### src/sv/bba_pkg.sv
// Shared types, codes and constants of the buddy block allocator.
`timescale 1ns / 1ps
`default_nettype none
package bba_pkg;

  localparam int LEVELS_DEF          = 8;
  localparam int MIN_BLOCK_BYTES_DEF = 64;
  localparam int SIZE_LVL_W          = 5;

  localparam logic OP_ALLOC = 1'b0;
  localparam logic OP_FREE  = 1'b1;
  localparam logic ST_OK    = 1'b0;
  localparam logic ST_FAIL  = 1'b1;

  typedef struct packed {
    logic        op;
    logic [15:0] size_bytes;
    logic [6:0]  block_offset;
  } req_t;

  typedef struct packed {
    logic       status;
    logic [6:0] granted_offset;
  } res_t;

  typedef enum logic [4:0] {
    ST_CLEAR, ST_IDLE, ST_DECODE, ST_CHECK, ST_POP_RD, ST_POP_WB, ST_SPLIT,
    ST_FCLR, ST_FLOOP, ST_FCHK, ST_WALK, ST_STEP_WB, ST_UNL_WB, ST_MERGE,
    ST_PUSH, ST_RESP_OK, ST_RESP_FAIL
  } ctl_state_e;

  typedef enum logic [3:0] {
    DP_NOP, DP_CLEAR, DP_LOAD, DP_DECODE, DP_CHECK, DP_POP_RD, DP_POP_WB,
    DP_SPLIT, DP_FCLR, DP_FBUDDY, DP_STEP_RD, DP_STEP_WB, DP_UNL_RD,
    DP_UNL_WB, DP_MERGE, DP_PUSH
  } dp_op_e;

  typedef struct packed {
    dp_op_e op;
    logic   res_valid;
    logic   res_fail;
  } ctl_cmd_t;

  typedef struct packed {
    logic is_free;
    logic bad;
    logic k_gt_lvl;
    logic k_last;
    logic buddy_used;
    logic walk_end;
    logic match;
    logic clear_last;
  } dp_status_t;

endpackage
`default_nettype wire

### src/sv/buddy_block_allocator_unit.sv
// Top level of the buddy block allocator.
`timescale 1ns / 1ps
`default_nettype none
// Binary buddy allocator over 2^(LEVELS-1) minimum blocks.
// Request channel: drive req_i and raise start; the request is taken at a
// clock edge where start is high and busy is low. op selects allocate or
// free; sizes are in bytes, offsets in minimum blocks.
// Result channel: res_o is valid for exactly one cycle while res_valid_o is
// high; the receiver cannot stall it and must take it in that cycle.
// One request at a time: busy stays high from acceptance until the result
// cycle. An allocate splits the block it takes once per level down to the
// requested level, at most LEVELS-1 times. A free pushes the block at once
// when it starts at the top level or when the buddy is allocated, and walks
// the free list through the link memory when the buddy is not; each buddy
// found there is unlinked and merged, one level up at a time.
// Failed checks answer straight from the check state.
// Reset: the top level holds the whole pool, the other lists are empty.
// After reset a clearing pass zeroes all 2^(clog2(LEVELS)+LEVELS-1) allocation
// marks (1024 at LEVELS = 8); busy is high meanwhile.
module buddy_block_allocator_unit import bba_pkg::*; #(
  parameter int LEVELS          = LEVELS_DEF,
  parameter int MIN_BLOCK_BYTES = MIN_BLOCK_BYTES_DEF
) (
  input  wire logic clk_i,
  input  wire logic rst_ni,
  input  wire logic start,
  output logic      busy,
  input  wire req_t req_i,
  output res_t      res_o,
  output logic      res_valid_o
);

  ctl_cmd_t   cmd;
  dp_status_t dp_status;

  bba_ctrl u_ctrl (
    .clk_i   (clk_i),
    .rst_ni  (rst_ni),
    .start_i (start),
    .status_i(dp_status),
    .cmd_o   (cmd),
    .busy_o  (busy)
  );

  bba_datapath #(
    .LEVELS         (LEVELS),
    .MIN_BLOCK_BYTES(MIN_BLOCK_BYTES)
  ) u_dp (
    .clk_i   (clk_i),
    .rst_ni  (rst_ni),
    .req_i   (req_i),
    .cmd_i   (cmd),
    .status_o(dp_status),
    .res_o   (res_o)
  );

  assign res_valid_o = cmd.res_valid;

`ifndef ASSERT_OFF
  // a result strobe lasts one cycle and frees the block next cycle
  a_strobe_single: assert property (@(posedge clk_i) disable iff (!rst_ni)
    res_valid_o |=> !res_valid_o && !busy)
    else $error("result strobe longer than one cycle");

  // results only come while a request is in flight
  a_result_busy: assert property (@(posedge clk_i) disable iff (!rst_ni)
    res_valid_o |-> busy)
    else $error("result without request");

  // an accepted request makes the block busy
  a_accept_busy: assert property (@(posedge clk_i) disable iff (!rst_ni)
    start && !busy |=> busy && !res_valid_o)
    else $error("request not taken");
`endif

endmodule
`default_nettype wire

### src/sv/bba_ram.sv
// Generic simple dual-port RAM with registered read.
`timescale 1ns / 1ps
`default_nettype none
module bba_ram #(
  parameter int WIDTH = 8,
  parameter int DEPTH = 128
) (
  input  wire logic                     clk_i,
  input  wire logic                     we_i,
  input  wire logic [$clog2(DEPTH)-1:0] waddr_i,
  input  wire logic [WIDTH-1:0]         wdata_i,
  input  wire logic                     re_i,
  input  wire logic [$clog2(DEPTH)-1:0] raddr_i,
  output logic      [WIDTH-1:0]         rdata_o
);

  logic [WIDTH-1:0] mem_q [DEPTH];

  // write port
  always_ff @(posedge clk_i) begin
    if (we_i) begin
      mem_q[waddr_i] <= wdata_i;
    end
  end

  // registered read, hold data when idle
  always_ff @(posedge clk_i) begin
    if (re_i) begin
      rdata_o <= mem_q[raddr_i];
    end
  end

endmodule
`default_nettype wire

### src/sv/bba_datapath.sv
// Datapath of the buddy allocator: free lists, link and mark memories.
`timescale 1ns / 1ps
`default_nettype none
module bba_datapath import bba_pkg::*; #(
  parameter int LEVELS          = LEVELS_DEF,
  parameter int MIN_BLOCK_BYTES = MIN_BLOCK_BYTES_DEF
) (
  input  wire logic       clk_i,
  input  wire logic       rst_ni,
  input  wire req_t       req_i,
  input  wire ctl_cmd_t   cmd_i,
  output dp_status_t      status_o,
  output res_t            res_o
);

  localparam int LW   = (LEVELS > 1) ? $clog2(LEVELS) : 1;
  localparam int OW   = LEVELS - 1;
  localparam int AW   = LW + OW;
  localparam int POOL = 1 << OW;
  localparam int CW   = OW + 1;

  req_t                  req_q, req_d;
  logic [SIZE_LVL_W-1:0] lvl_q, lvl_d;
  logic [LW-1:0]         k_q, k_d;
  logic [OW-1:0]         o_q, o_d;
  logic [OW-1:0]         cur_q, cur_d;
  logic [OW-1:0]         prev_q, prev_d;
  logic                  have_prev_q, have_prev_d;
  logic                  walk_valid_q, walk_valid_d;
  logic [CW-1:0]         cnt_q, cnt_d;
  logic [OW-1:0]         head_q [LEVELS];
  logic [OW-1:0]         head_d [LEVELS];
  logic [LEVELS-1:0]     hv_q, hv_d;
  logic                  link0_q, link0_d;
  logic [OW-1:0]         rd_addr_q, rd_addr_d;
  logic [AW-1:0]         clr_q, clr_d;

  logic          l_we, l_re;
  logic [OW-1:0] l_waddr, l_raddr;
  logic [OW:0]   l_wdata, l_rdata;
  logic          a_we, a_re;
  logic [AW-1:0] a_waddr, a_raddr;
  logic          a_wdata, a_rdata;

  logic [15:0]           size_m1;
  logic [4:0]            size_exp;
  logic [SIZE_LVL_W-1:0] lvl_w;
  logic [OW+6:0]         off_wide;
  logic [OW-1:0]         off_ext;
  logic                  off_big, lvl_big, found;
  logic [LW-1:0]         found_k, lvl_k, km1;
  logic [OW-1:0]         oi, bi, q_w, split_idx, split_blk, rd_link, head_idx;
  logic                  rd_valid, is_free;
  logic [OW+6:0]         o_wide;

  bba_ram #(.WIDTH(OW + 1), .DEPTH(POOL)) u_link_ram (
    .clk_i  (clk_i),
    .we_i   (l_we),
    .waddr_i(l_waddr),
    .wdata_i(l_wdata),
    .re_i   (l_re),
    .raddr_i(l_raddr),
    .rdata_o(l_rdata)
  );

  bba_ram #(.WIDTH(1), .DEPTH(1 << AW)) u_mark_ram (
    .clk_i  (clk_i),
    .we_i   (a_we),
    .waddr_i(a_waddr),
    .wdata_i(a_wdata),
    .re_i   (a_re),
    .raddr_i(a_raddr),
    .rdata_o(a_rdata)
  );

  // map byte size to a level: ceil log2, then scale by the minimum block
  always_comb begin
    size_m1  = req_q.size_bytes - 16'd1;
    size_exp = '0;
    for (int i = 0; i < 16; i++) begin
      if (size_m1[i]) begin
        size_exp = 5'(i + 1);
      end
    end
    if (req_q.size_bytes <= 16'd1) begin
      size_exp = '0;
    end
    lvl_w = '0;
    for (int j = 1; j <= 16; j++) begin
      if ((32'd1 << size_exp) >= (32'(MIN_BLOCK_BYTES) << j)) begin
        lvl_w = SIZE_LVL_W'(j);
      end
    end
  end

  // request checks and the lowest nonempty level at or above the request
  always_comb begin
    off_wide = {{OW{1'b0}}, req_q.block_offset};
    off_ext  = off_wide[OW-1:0];
    off_big  = (off_wide >> OW) != '0;
    lvl_big  = int'(lvl_q) >= LEVELS;
    lvl_k    = lvl_q[LW-1:0];
    is_free  = req_q.op == OP_FREE;
    found    = 1'b0;
    found_k  = '0;
    for (int i = 0; i < LEVELS; i++) begin
      if (!found && hv_q[i] && i >= int'(lvl_q)) begin
        found   = 1'b1;
        found_k = LW'(i);
      end
    end
  end

  // block index, buddy and split arithmetic
  always_comb begin
    oi        = OW'(o_q >> k_q);
    bi        = oi ^ OW'(1);
    q_w       = OW'(bi << k_q);
    km1       = k_q - LW'(1);
    split_idx = OW'(o_q >> km1);
    split_blk = o_q + (OW'(1) << km1);
    head_idx  = OW'(head_q[k_q] >> k_q);
    rd_link   = l_rdata[OW-1:0];
    rd_valid  = l_rdata[OW] & ((rd_addr_q != '0) | link0_q);
  end

  // execute the command of the controller
  always_comb begin
    req_d        = req_q;
    lvl_d        = lvl_q;
    k_d          = k_q;
    o_d          = o_q;
    cur_d        = cur_q;
    prev_d       = prev_q;
    have_prev_d  = have_prev_q;
    walk_valid_d = walk_valid_q;
    cnt_d        = cnt_q;
    head_d       = head_q;
    hv_d         = hv_q;
    clr_d        = clr_q;
    l_we         = 1'b0;
    l_waddr      = '0;
    l_wdata      = '0;
    l_re         = 1'b0;
    l_raddr      = '0;
    a_we         = 1'b0;
    a_waddr      = '0;
    a_wdata      = 1'b0;
    a_re         = 1'b0;
    a_raddr      = '0;
    unique case (cmd_i.op)
      DP_NOP: begin
      end
      DP_CLEAR: begin
        a_we    = 1'b1;
        a_waddr = clr_q;
        clr_d   = clr_q + AW'(1);
      end
      DP_LOAD: begin
        req_d = req_i;
      end
      DP_DECODE: begin
        lvl_d = lvl_w;
      end
      DP_CHECK: begin
        k_d = is_free ? lvl_k : found_k;
        o_d = off_ext;
      end
      DP_POP_RD: begin
        o_d     = head_q[k_q];
        l_re    = 1'b1;
        l_raddr = head_q[k_q];
        a_we    = 1'b1;
        a_waddr = {k_q, head_idx};
        a_wdata = 1'b1;
      end
      DP_POP_WB: begin
        head_d[k_q] = rd_link;
        hv_d[k_q]   = rd_valid;
      end
      DP_SPLIT: begin
        a_we        = 1'b1;
        a_waddr     = {km1, split_idx};
        a_wdata     = 1'b1;
        l_we        = 1'b1;
        l_waddr     = split_blk;
        l_wdata     = {hv_q[km1], head_q[km1]};
        head_d[km1] = split_blk;
        hv_d[km1]   = 1'b1;
        k_d         = km1;
      end
      DP_FCLR: begin
        a_we    = 1'b1;
        a_waddr = {k_q, oi};
      end
      DP_FBUDDY: begin
        a_we         = 1'b1;
        a_waddr      = {k_q, oi};
        a_re         = 1'b1;
        a_raddr      = {k_q, bi};
        cur_d        = head_q[k_q];
        walk_valid_d = hv_q[k_q];
        have_prev_d  = 1'b0;
        cnt_d        = '0;
      end
      DP_STEP_RD: begin
        l_re        = 1'b1;
        l_raddr     = cur_q;
        prev_d      = cur_q;
        have_prev_d = 1'b1;
        cnt_d       = cnt_q + CW'(1);
      end
      DP_STEP_WB: begin
        walk_valid_d = rd_valid;
        cur_d        = rd_link;
      end
      DP_UNL_RD: begin
        l_re    = 1'b1;
        l_raddr = cur_q;
      end
      DP_UNL_WB: begin
        if (!have_prev_q) begin
          head_d[k_q] = rd_link;
          hv_d[k_q]   = rd_valid;
        end else begin
          l_we    = 1'b1;
          l_waddr = prev_q;
          l_wdata = {rd_valid, rd_link};
        end
      end
      DP_MERGE: begin
        l_we    = 1'b1;
        l_waddr = cur_q;
        l_wdata = {1'b0, rd_link};
        if (!bi[0]) begin
          o_d = q_w;
        end
        k_d = k_q + LW'(1);
      end
      DP_PUSH: begin
        l_we        = 1'b1;
        l_waddr     = o_q;
        l_wdata     = {hv_q[k_q], head_q[k_q]};
        head_d[k_q] = o_q;
        hv_d[k_q]   = 1'b1;
      end
      default: begin
      end
    endcase
    link0_d   = link0_q | (l_we && l_waddr == '0);
    rd_addr_d = l_re ? l_raddr : rd_addr_q;
  end

  // control registers
  always_ff @(posedge clk_i or negedge rst_ni) begin
    if (!rst_ni) begin
      for (int i = 0; i < LEVELS; i++) begin
        head_q[i] <= '0;
      end
      hv_q         <= LEVELS'(1) << (LEVELS - 1);
      link0_q      <= 1'b0;
      clr_q        <= '0;
      cnt_q        <= '0;
      have_prev_q  <= 1'b0;
      walk_valid_q <= 1'b0;
    end else begin
      head_q       <= head_d;
      hv_q         <= hv_d;
      link0_q      <= link0_d;
      clr_q        <= clr_d;
      cnt_q        <= cnt_d;
      have_prev_q  <= have_prev_d;
      walk_valid_q <= walk_valid_d;
    end
  end

  // payload registers
  always_ff @(posedge clk_i) begin
    req_q     <= req_d;
    lvl_q     <= lvl_d;
    k_q       <= k_d;
    o_q       <= o_d;
    cur_q     <= cur_d;
    prev_q    <= prev_d;
    rd_addr_q <= rd_addr_d;
  end

  // status back to the controller
  always_comb begin
    status_o.is_free    = is_free;
    status_o.bad        = is_free ? (lvl_big | off_big)
                                  : ((req_q.size_bytes == '0) | lvl_big | !found);
    status_o.k_gt_lvl   = k_q > lvl_k;
    status_o.k_last     = k_q == LW'(LEVELS - 1);
    status_o.buddy_used = a_rdata;
    status_o.walk_end   = !walk_valid_q || cnt_q == CW'(POOL);
    status_o.match      = cur_q == q_w;
    status_o.clear_last = &clr_q;
  end

  // result fields
  always_comb begin
    o_wide        = {7'b0, o_q};
    res_o.status  = cmd_i.res_fail ? ST_FAIL : ST_OK;
    if (is_free) begin
      res_o.granted_offset = req_q.block_offset;
    end else if (cmd_i.res_fail) begin
      res_o.granted_offset = '0;
    end else begin
      res_o.granted_offset = o_wide[6:0];
    end
  end

endmodule
`default_nettype wire

### src/sv/bba_ctrl.sv
// Controller state machine of the buddy allocator.
`timescale 1ns / 1ps
`default_nettype none
module bba_ctrl import bba_pkg::*; (
  input  wire logic       clk_i,
  input  wire logic       rst_ni,
  input  wire logic       start_i,
  input  wire dp_status_t status_i,
  output ctl_cmd_t        cmd_o,
  output logic            busy_o
);

  ctl_state_e state_q, state_d;

  // hold state, enter the clearing pass at reset
  always_ff @(posedge clk_i or negedge rst_ni) begin
    if (!rst_ni) begin
      state_q <= ST_CLEAR;
    end else begin
      state_q <= state_d;
    end
  end

  // next state
  always_comb begin
    state_d = state_q;
    unique case (state_q)
      ST_CLEAR:     if (status_i.clear_last) state_d = ST_IDLE;
      ST_IDLE:      if (start_i) state_d = ST_DECODE;
      ST_DECODE:    state_d = ST_CHECK;
      ST_CHECK: begin
        if (status_i.bad) state_d = ST_RESP_FAIL;
        else if (status_i.is_free) state_d = ST_FCLR;
        else state_d = ST_POP_RD;
      end
      ST_POP_RD:    state_d = ST_POP_WB;
      ST_POP_WB:    state_d = ST_SPLIT;
      ST_SPLIT:     if (!status_i.k_gt_lvl) state_d = ST_RESP_OK;
      ST_FCLR:      state_d = ST_FLOOP;
      ST_FLOOP:     state_d = status_i.k_last ? ST_PUSH : ST_FCHK;
      ST_FCHK:      state_d = status_i.buddy_used ? ST_PUSH : ST_WALK;
      ST_WALK: begin
        if (status_i.walk_end) state_d = ST_PUSH;
        else if (status_i.match) state_d = ST_UNL_WB;
        else state_d = ST_STEP_WB;
      end
      ST_STEP_WB:   state_d = ST_WALK;
      ST_UNL_WB:    state_d = ST_MERGE;
      ST_MERGE:     state_d = ST_FLOOP;
      ST_PUSH:      state_d = ST_RESP_OK;
      ST_RESP_OK:   state_d = ST_IDLE;
      ST_RESP_FAIL: state_d = ST_IDLE;
      default:      state_d = ST_IDLE;
    endcase
  end

  // datapath commands and result strobe
  always_comb begin
    cmd_o.op        = DP_NOP;
    cmd_o.res_valid = 1'b0;
    cmd_o.res_fail  = 1'b0;
    busy_o          = state_q != ST_IDLE;
    unique case (state_q)
      ST_CLEAR:   cmd_o.op = DP_CLEAR;
      ST_IDLE:    if (start_i) cmd_o.op = DP_LOAD;
      ST_DECODE:  cmd_o.op = DP_DECODE;
      ST_CHECK:   cmd_o.op = DP_CHECK;
      ST_POP_RD:  cmd_o.op = DP_POP_RD;
      ST_POP_WB:  cmd_o.op = DP_POP_WB;
      ST_SPLIT:   if (status_i.k_gt_lvl) cmd_o.op = DP_SPLIT;
      ST_FCLR:    cmd_o.op = DP_FCLR;
      ST_FLOOP:   if (!status_i.k_last) cmd_o.op = DP_FBUDDY;
      ST_FCHK:    cmd_o.op = DP_NOP;
      ST_WALK: begin
        if (!status_i.walk_end) begin
          cmd_o.op = status_i.match ? DP_UNL_RD : DP_STEP_RD;
        end
      end
      ST_STEP_WB: cmd_o.op = DP_STEP_WB;
      ST_UNL_WB:  cmd_o.op = DP_UNL_WB;
      ST_MERGE:   cmd_o.op = DP_MERGE;
      ST_PUSH:    cmd_o.op = DP_PUSH;
      ST_RESP_OK: cmd_o.res_valid = 1'b1;
      ST_RESP_FAIL: begin
        cmd_o.res_valid = 1'b1;
        cmd_o.res_fail  = 1'b1;
      end
      default:    cmd_o.op = DP_NOP;
    endcase
  end

endmodule
`default_nettype wire
### config.mk
export PLATFORM = sky130hd
export DESIGN_NAME = buddy_block_allocator_unit
export DESIGN_NICKNAME = d
export VERILOG_FILES = /design/src/sv/bba_pkg.sv /design/src/sv/buddy_block_allocator_unit.sv /design/src/sv/bba_ram.sv /design/src/sv/bba_datapath.sv /design/src/sv/bba_ctrl.sv
export SDC_FILE = /design/constraint.sdc
export NUM_CORES = 2
export LEC_CHECK = 0
export ABC_AREA = 1
export BUFFER_PORTS_ARGS = -buffer_cell sky130_fd_sc_hd__buf_2
export CORE_ASPECT_RATIO = 1.5
export CORE_MARGIN = 10
export CORE_UTILIZATION = 65
export CTS_BUF_LIST = sky130_fd_sc_hd__clkbuf_4 sky130_fd_sc_hd__clkbuf_8
export DETAILED_ROUTE_END_ITERATION = 10
export GPL_TIMING_DRIVEN = 1
export MAX_ROUTING_LAYER = met4
export PLACE_DENSITY_LB_ADDON = 0.12
export SYNTH_ARGS = -nofsm -noshare
export SYNTH_HDL_FRONTEND = slang
export SYNTH_SLANG_ARGS = --single-unit
### constraint.sdc
create_clock -name clk_i -period 28.4 [get_ports clk_i]
set_input_delay 2.84 -clock clk_i [delete_from_list [all_inputs] [get_ports clk_i]]
set_output_delay 2.84 -clock clk_i [all_outputs]
set_load 0.05 [all_outputs]
==> run_results.csv <==
group,metric,value,unit
cts,clk_pin_slew,0.06,ns
logic_synthesis,yosys_register_bits,1951,
grt,grt_pass1_wl,429000,microns
sta,finalSetupViolations,0,
cts,cts_buffers,299,
logic_synthesis,yosysWarnings,0,
cts,tritoncts,"yes",
setup_path,cp_max_fo,108,
final_layout,multi_input_area,28600,sq um
job,drv_cap,0,
drt,wl_met1,97100,microns
grt,grt_pass1_vias,70522,
setup_path,required,29.19,ns
sta,max_freq,113,MHz
floorplanning,die_width,331,microns
power_and_ir_drop,power.density,71.2,nW/um^2
cts,ctsHtreeMaxLevel,5,
logic_synthesis,async_reset_ff_share,4.61,%
status,status,"completed",
grt,antenna_found_initial,1,
floorplanning,rows,171,
grt,globalRoute.totalOverflow,0,
final_layout,fin_nets,9694,
grt,grt_use_total,36.5,%
cts,clock_latency,1.06,ns
logic_synthesis,syn_area_per_cell,9.54,sq um
sta,maxSlewViolCount,0,
place,io_buffers,36,
setup_path,r2r_cells,21,
sta,period_minus_slack,8.85,ns
setup_path,crit_arrival,9.64,ns
setup_path,reg2reg_slack,19.55,ns
cts,cts_root_buf,"clkbuf_8",
drt,avgViaCountPerCell,6.15,
final_layout,layout_common_cells,"nand2_1 (2,209), edfxtp_1 (1,861), nand3_1 (1,374)",
setup_path,cp-start-kind,"register",
power_and_ir_drop,comb_power_share,21.5,%
logic_synthesis,yosysSeqAreaShare,61.7,%
final_layout,drive_gt1_share,8.76,%
floorplanning,core,144000,sq um
drt,top_layer_used,"met4",
floorplanning,die_area,161000,sq um
cts,cts_setup_buffers,0,
sta,worstMarginPinSlew,1.40,ns
power_and_ir_drop,p_seq_share,46.5,%
logic_synthesis,synthDistinctLibCells,65,
worst_hold_path,hold_class,"register to register",
drt,finalWirelength,287000,microns
final_layout,seq_area,58100,sq um
final_layout,fillers,11056,
floorplanning,ioPinCount,37,
drt,wl_met2,139000,microns
power_and_ir_drop,ir_worst_vdd,0.0000717,V
power_and_ir_drop,p_sw_share,33.3,%
drt,drt_iter0_markers,8891,
drt,first_pass_iters,9,
sta,holdWs,0.486,ns
power_and_ir_drop,leakage,39.0,nW
sta,fin_worst_skew,0.0627,ns
setup_path,reg2reg_from,"u_dp.k_q[0]",
sta,rsz0062_at_grt,"false",
setup_path,crit_type,"register to register",
setup_path,worstSetupEndpointType,"register",
cts,clockBufferDepth,4,
power_and_ir_drop,clkPwrFrac,32.0,%
grt,grt_max_degree,209,
drt,vias,72348,
sta,hold_viol,0,
cts,hold_buffers,0,
final_layout,mostFrequentLayoutCell,"nand2_1",
floorplanning,die_h,486,microns
logic_synthesis,syn_nets,9932,
logic_synthesis,synth_area,94300,sq um
power_and_ir_drop,power.switching,2.39,mW
place,place.gp.congestion,0.997,
logic_synthesis,netlist_instances,9882,
sta,post-route-period-util,31.2,%
setup_path,r2r-end,"u_dp.u_link_ram.rdata_o[6]",
logic_synthesis,yosys_most_used_dff,"edfxtp_1",
power_and_ir_drop,internal-power,4.78,mW
cts,cts_sinks,1951,
drt,antenna_left,0,
drt,drc_errors,0,
place,hpwl,169000,microns
worst_hold_path,holdPathStages,2,
drt,detail_route.wl_per_cell,24.4,microns
cts,post_cts_resized,0,
sta,relSlewSlack,6.31,%
logic_synthesis,synth_edf_count,1861,
final_layout,area_growth,6.89,%
floorplanning,start_util,65.3,%
sta,setup-tns-final,0,ns
setup_path,crit_path_end,"u_dp.u_link_ram.rdata_o[6]",
drt,met3_length,25300,microns
setup_path,startpoint,"u_dp.k_q[0]",
## critical path, cell delays in order (launching register included)
cell and delay (ns):
edfxtp_1 0.32, buf_4 0.44, inv_2 0.40, nand2_2 0.16, buf_4 0.38, o22ai_1 0.15
nor3_1 0.36, nand3_4 0.84, nand2_8 0.90, buf_4 0.71, buf_4 0.89, buf_4 0.83
buf_4 0.88, nand2_1 0.16, nand3_1 0.13, nand3_1 0.09, nand3_1 0.14, nand3_1 0.10
nand3_1 0.24, nand2_1 0.08, nand2_1 0.06, nand2_1 0.05
## cell type report
type,instances,share of cell area [%]
Antenna cell,2,0.00497
Sequential cell,1951,57.7
Timing Repair Buffer,170,1.27
Clock inverter,117,0.798
Multi-Input combinational cell,5976,28.4
Tap cell,1903,2.36
Clock buffer,392,4.83
Inverter,1246,4.65
## state kept, by name, indices dropped and copies added (netlist names), 3 cells and up
name / cells
u_dp.cur_q: 7
u_dp.clr_q: 10
u_dp.u_mark_ram.mem_q: 768
u_dp.rd_addr_q: 7
u_dp.off_ext: 7
u_dp.head_q: 56
u_dp.k_q: 3
u_dp.u_link_ram.rdata_o: 8
u_dp.o_q: 7
u_dp.lvl_q: 5
u_dp.prev_q: 7
u_dp.cnt_q: 8
u_dp.hv_q: 8
u_dp.u_link_ram.mem_q: 1024
u_ctrl.state_q: 5
u_dp.req_q: 16
## cells by family after synthesis
logic type,share of synthesized area [%]
flops,61.7
mux,0.0212
xor+xnor,0.251
fa+ha+maj,0.313
buf+inv,8.35
simple gates,24.5
compound gates,4.85
other cells,0.00398
## worst min path at each step
stage | startpoint | endpoint | slack [ns]
detailed placement | u_dp.head_q[18] | u_dp.head_q[18] | 0.47
finish | u_dp.head_q[18] | u_dp.head_q[18] | 0.49
floorplan | u_dp.link0_q | u_dp.link0_q | 0.44
global placement | u_dp.head_q[31] | u_dp.head_q[31] | 0.46
global route | u_dp.head_q[55] | u_dp.head_q[55] | 0.50
CTS | u_dp.head_q[18] | u_dp.head_q[18] | 0.48
## cell usage after synthesis, types with 79 or more instances
cell / instances / area share, %
nand3b_1: 139 / 1.1
nand2_1: 2227 / 8.9
o211ai_1: 223 / 1.8
nor3_1: 263 / 1.4
dfrtp_1: 89 / 2.4
buf_1: 87 / 0.35
nor2_1: 965 / 3.8
edfxtp_1: 1861 / 59
inv_1: 1203 / 4.8
nand4_1: 79 / 0.52
o21ai_0: 212 / 1.1
buf_2: 301 / 1.6
clkbuf_1: 293 / 1.2
o22ai_1: 83 / 0.55
nand3_1: 1377 / 7.3
## stage by stage
step	cells	total power, mW	setup WS (ns)	utilization, %	cell area, sq um
2_1_floorplan	9882	4.34	15.23	-	94300
3_3_place_gp	11246	4.87	20.01	65.8	95100
3_5_place_dp	11246	4.88	19.83	65.8	95100
4_1_cts	11755	7.14	19.84	69.8	101000
5_1_grt	11756	7.40	19.05	69.8	101000
6_report	11757	7.17	19.55	69.8	101000
## routing by layer
metal | vias to the layer above | global-route usage, %
li1 | 32620 | -
met4 | 0 | 27.0
met3 | 1247 | 6.56
met5 | - | -
met2 | 4206 | 58.5
met1 | 34275 | 40.6
## power by group through the flow
stage / logic [mW] / registers [mW] / clock network, mW
after floorplan: 0.948 / 3.39 / 0
after CTS: 1.50 / 3.33 / 2.31
final: 1.54 / 3.34 / 2.29
after detailed placement: 1.50 / 3.39 / 0
after global placement: 1.48 / 3.39 / 0
after global routing: 1.62 / 3.34 / 2.44
No activity file was read; power rests on OpenSTA's default activity.
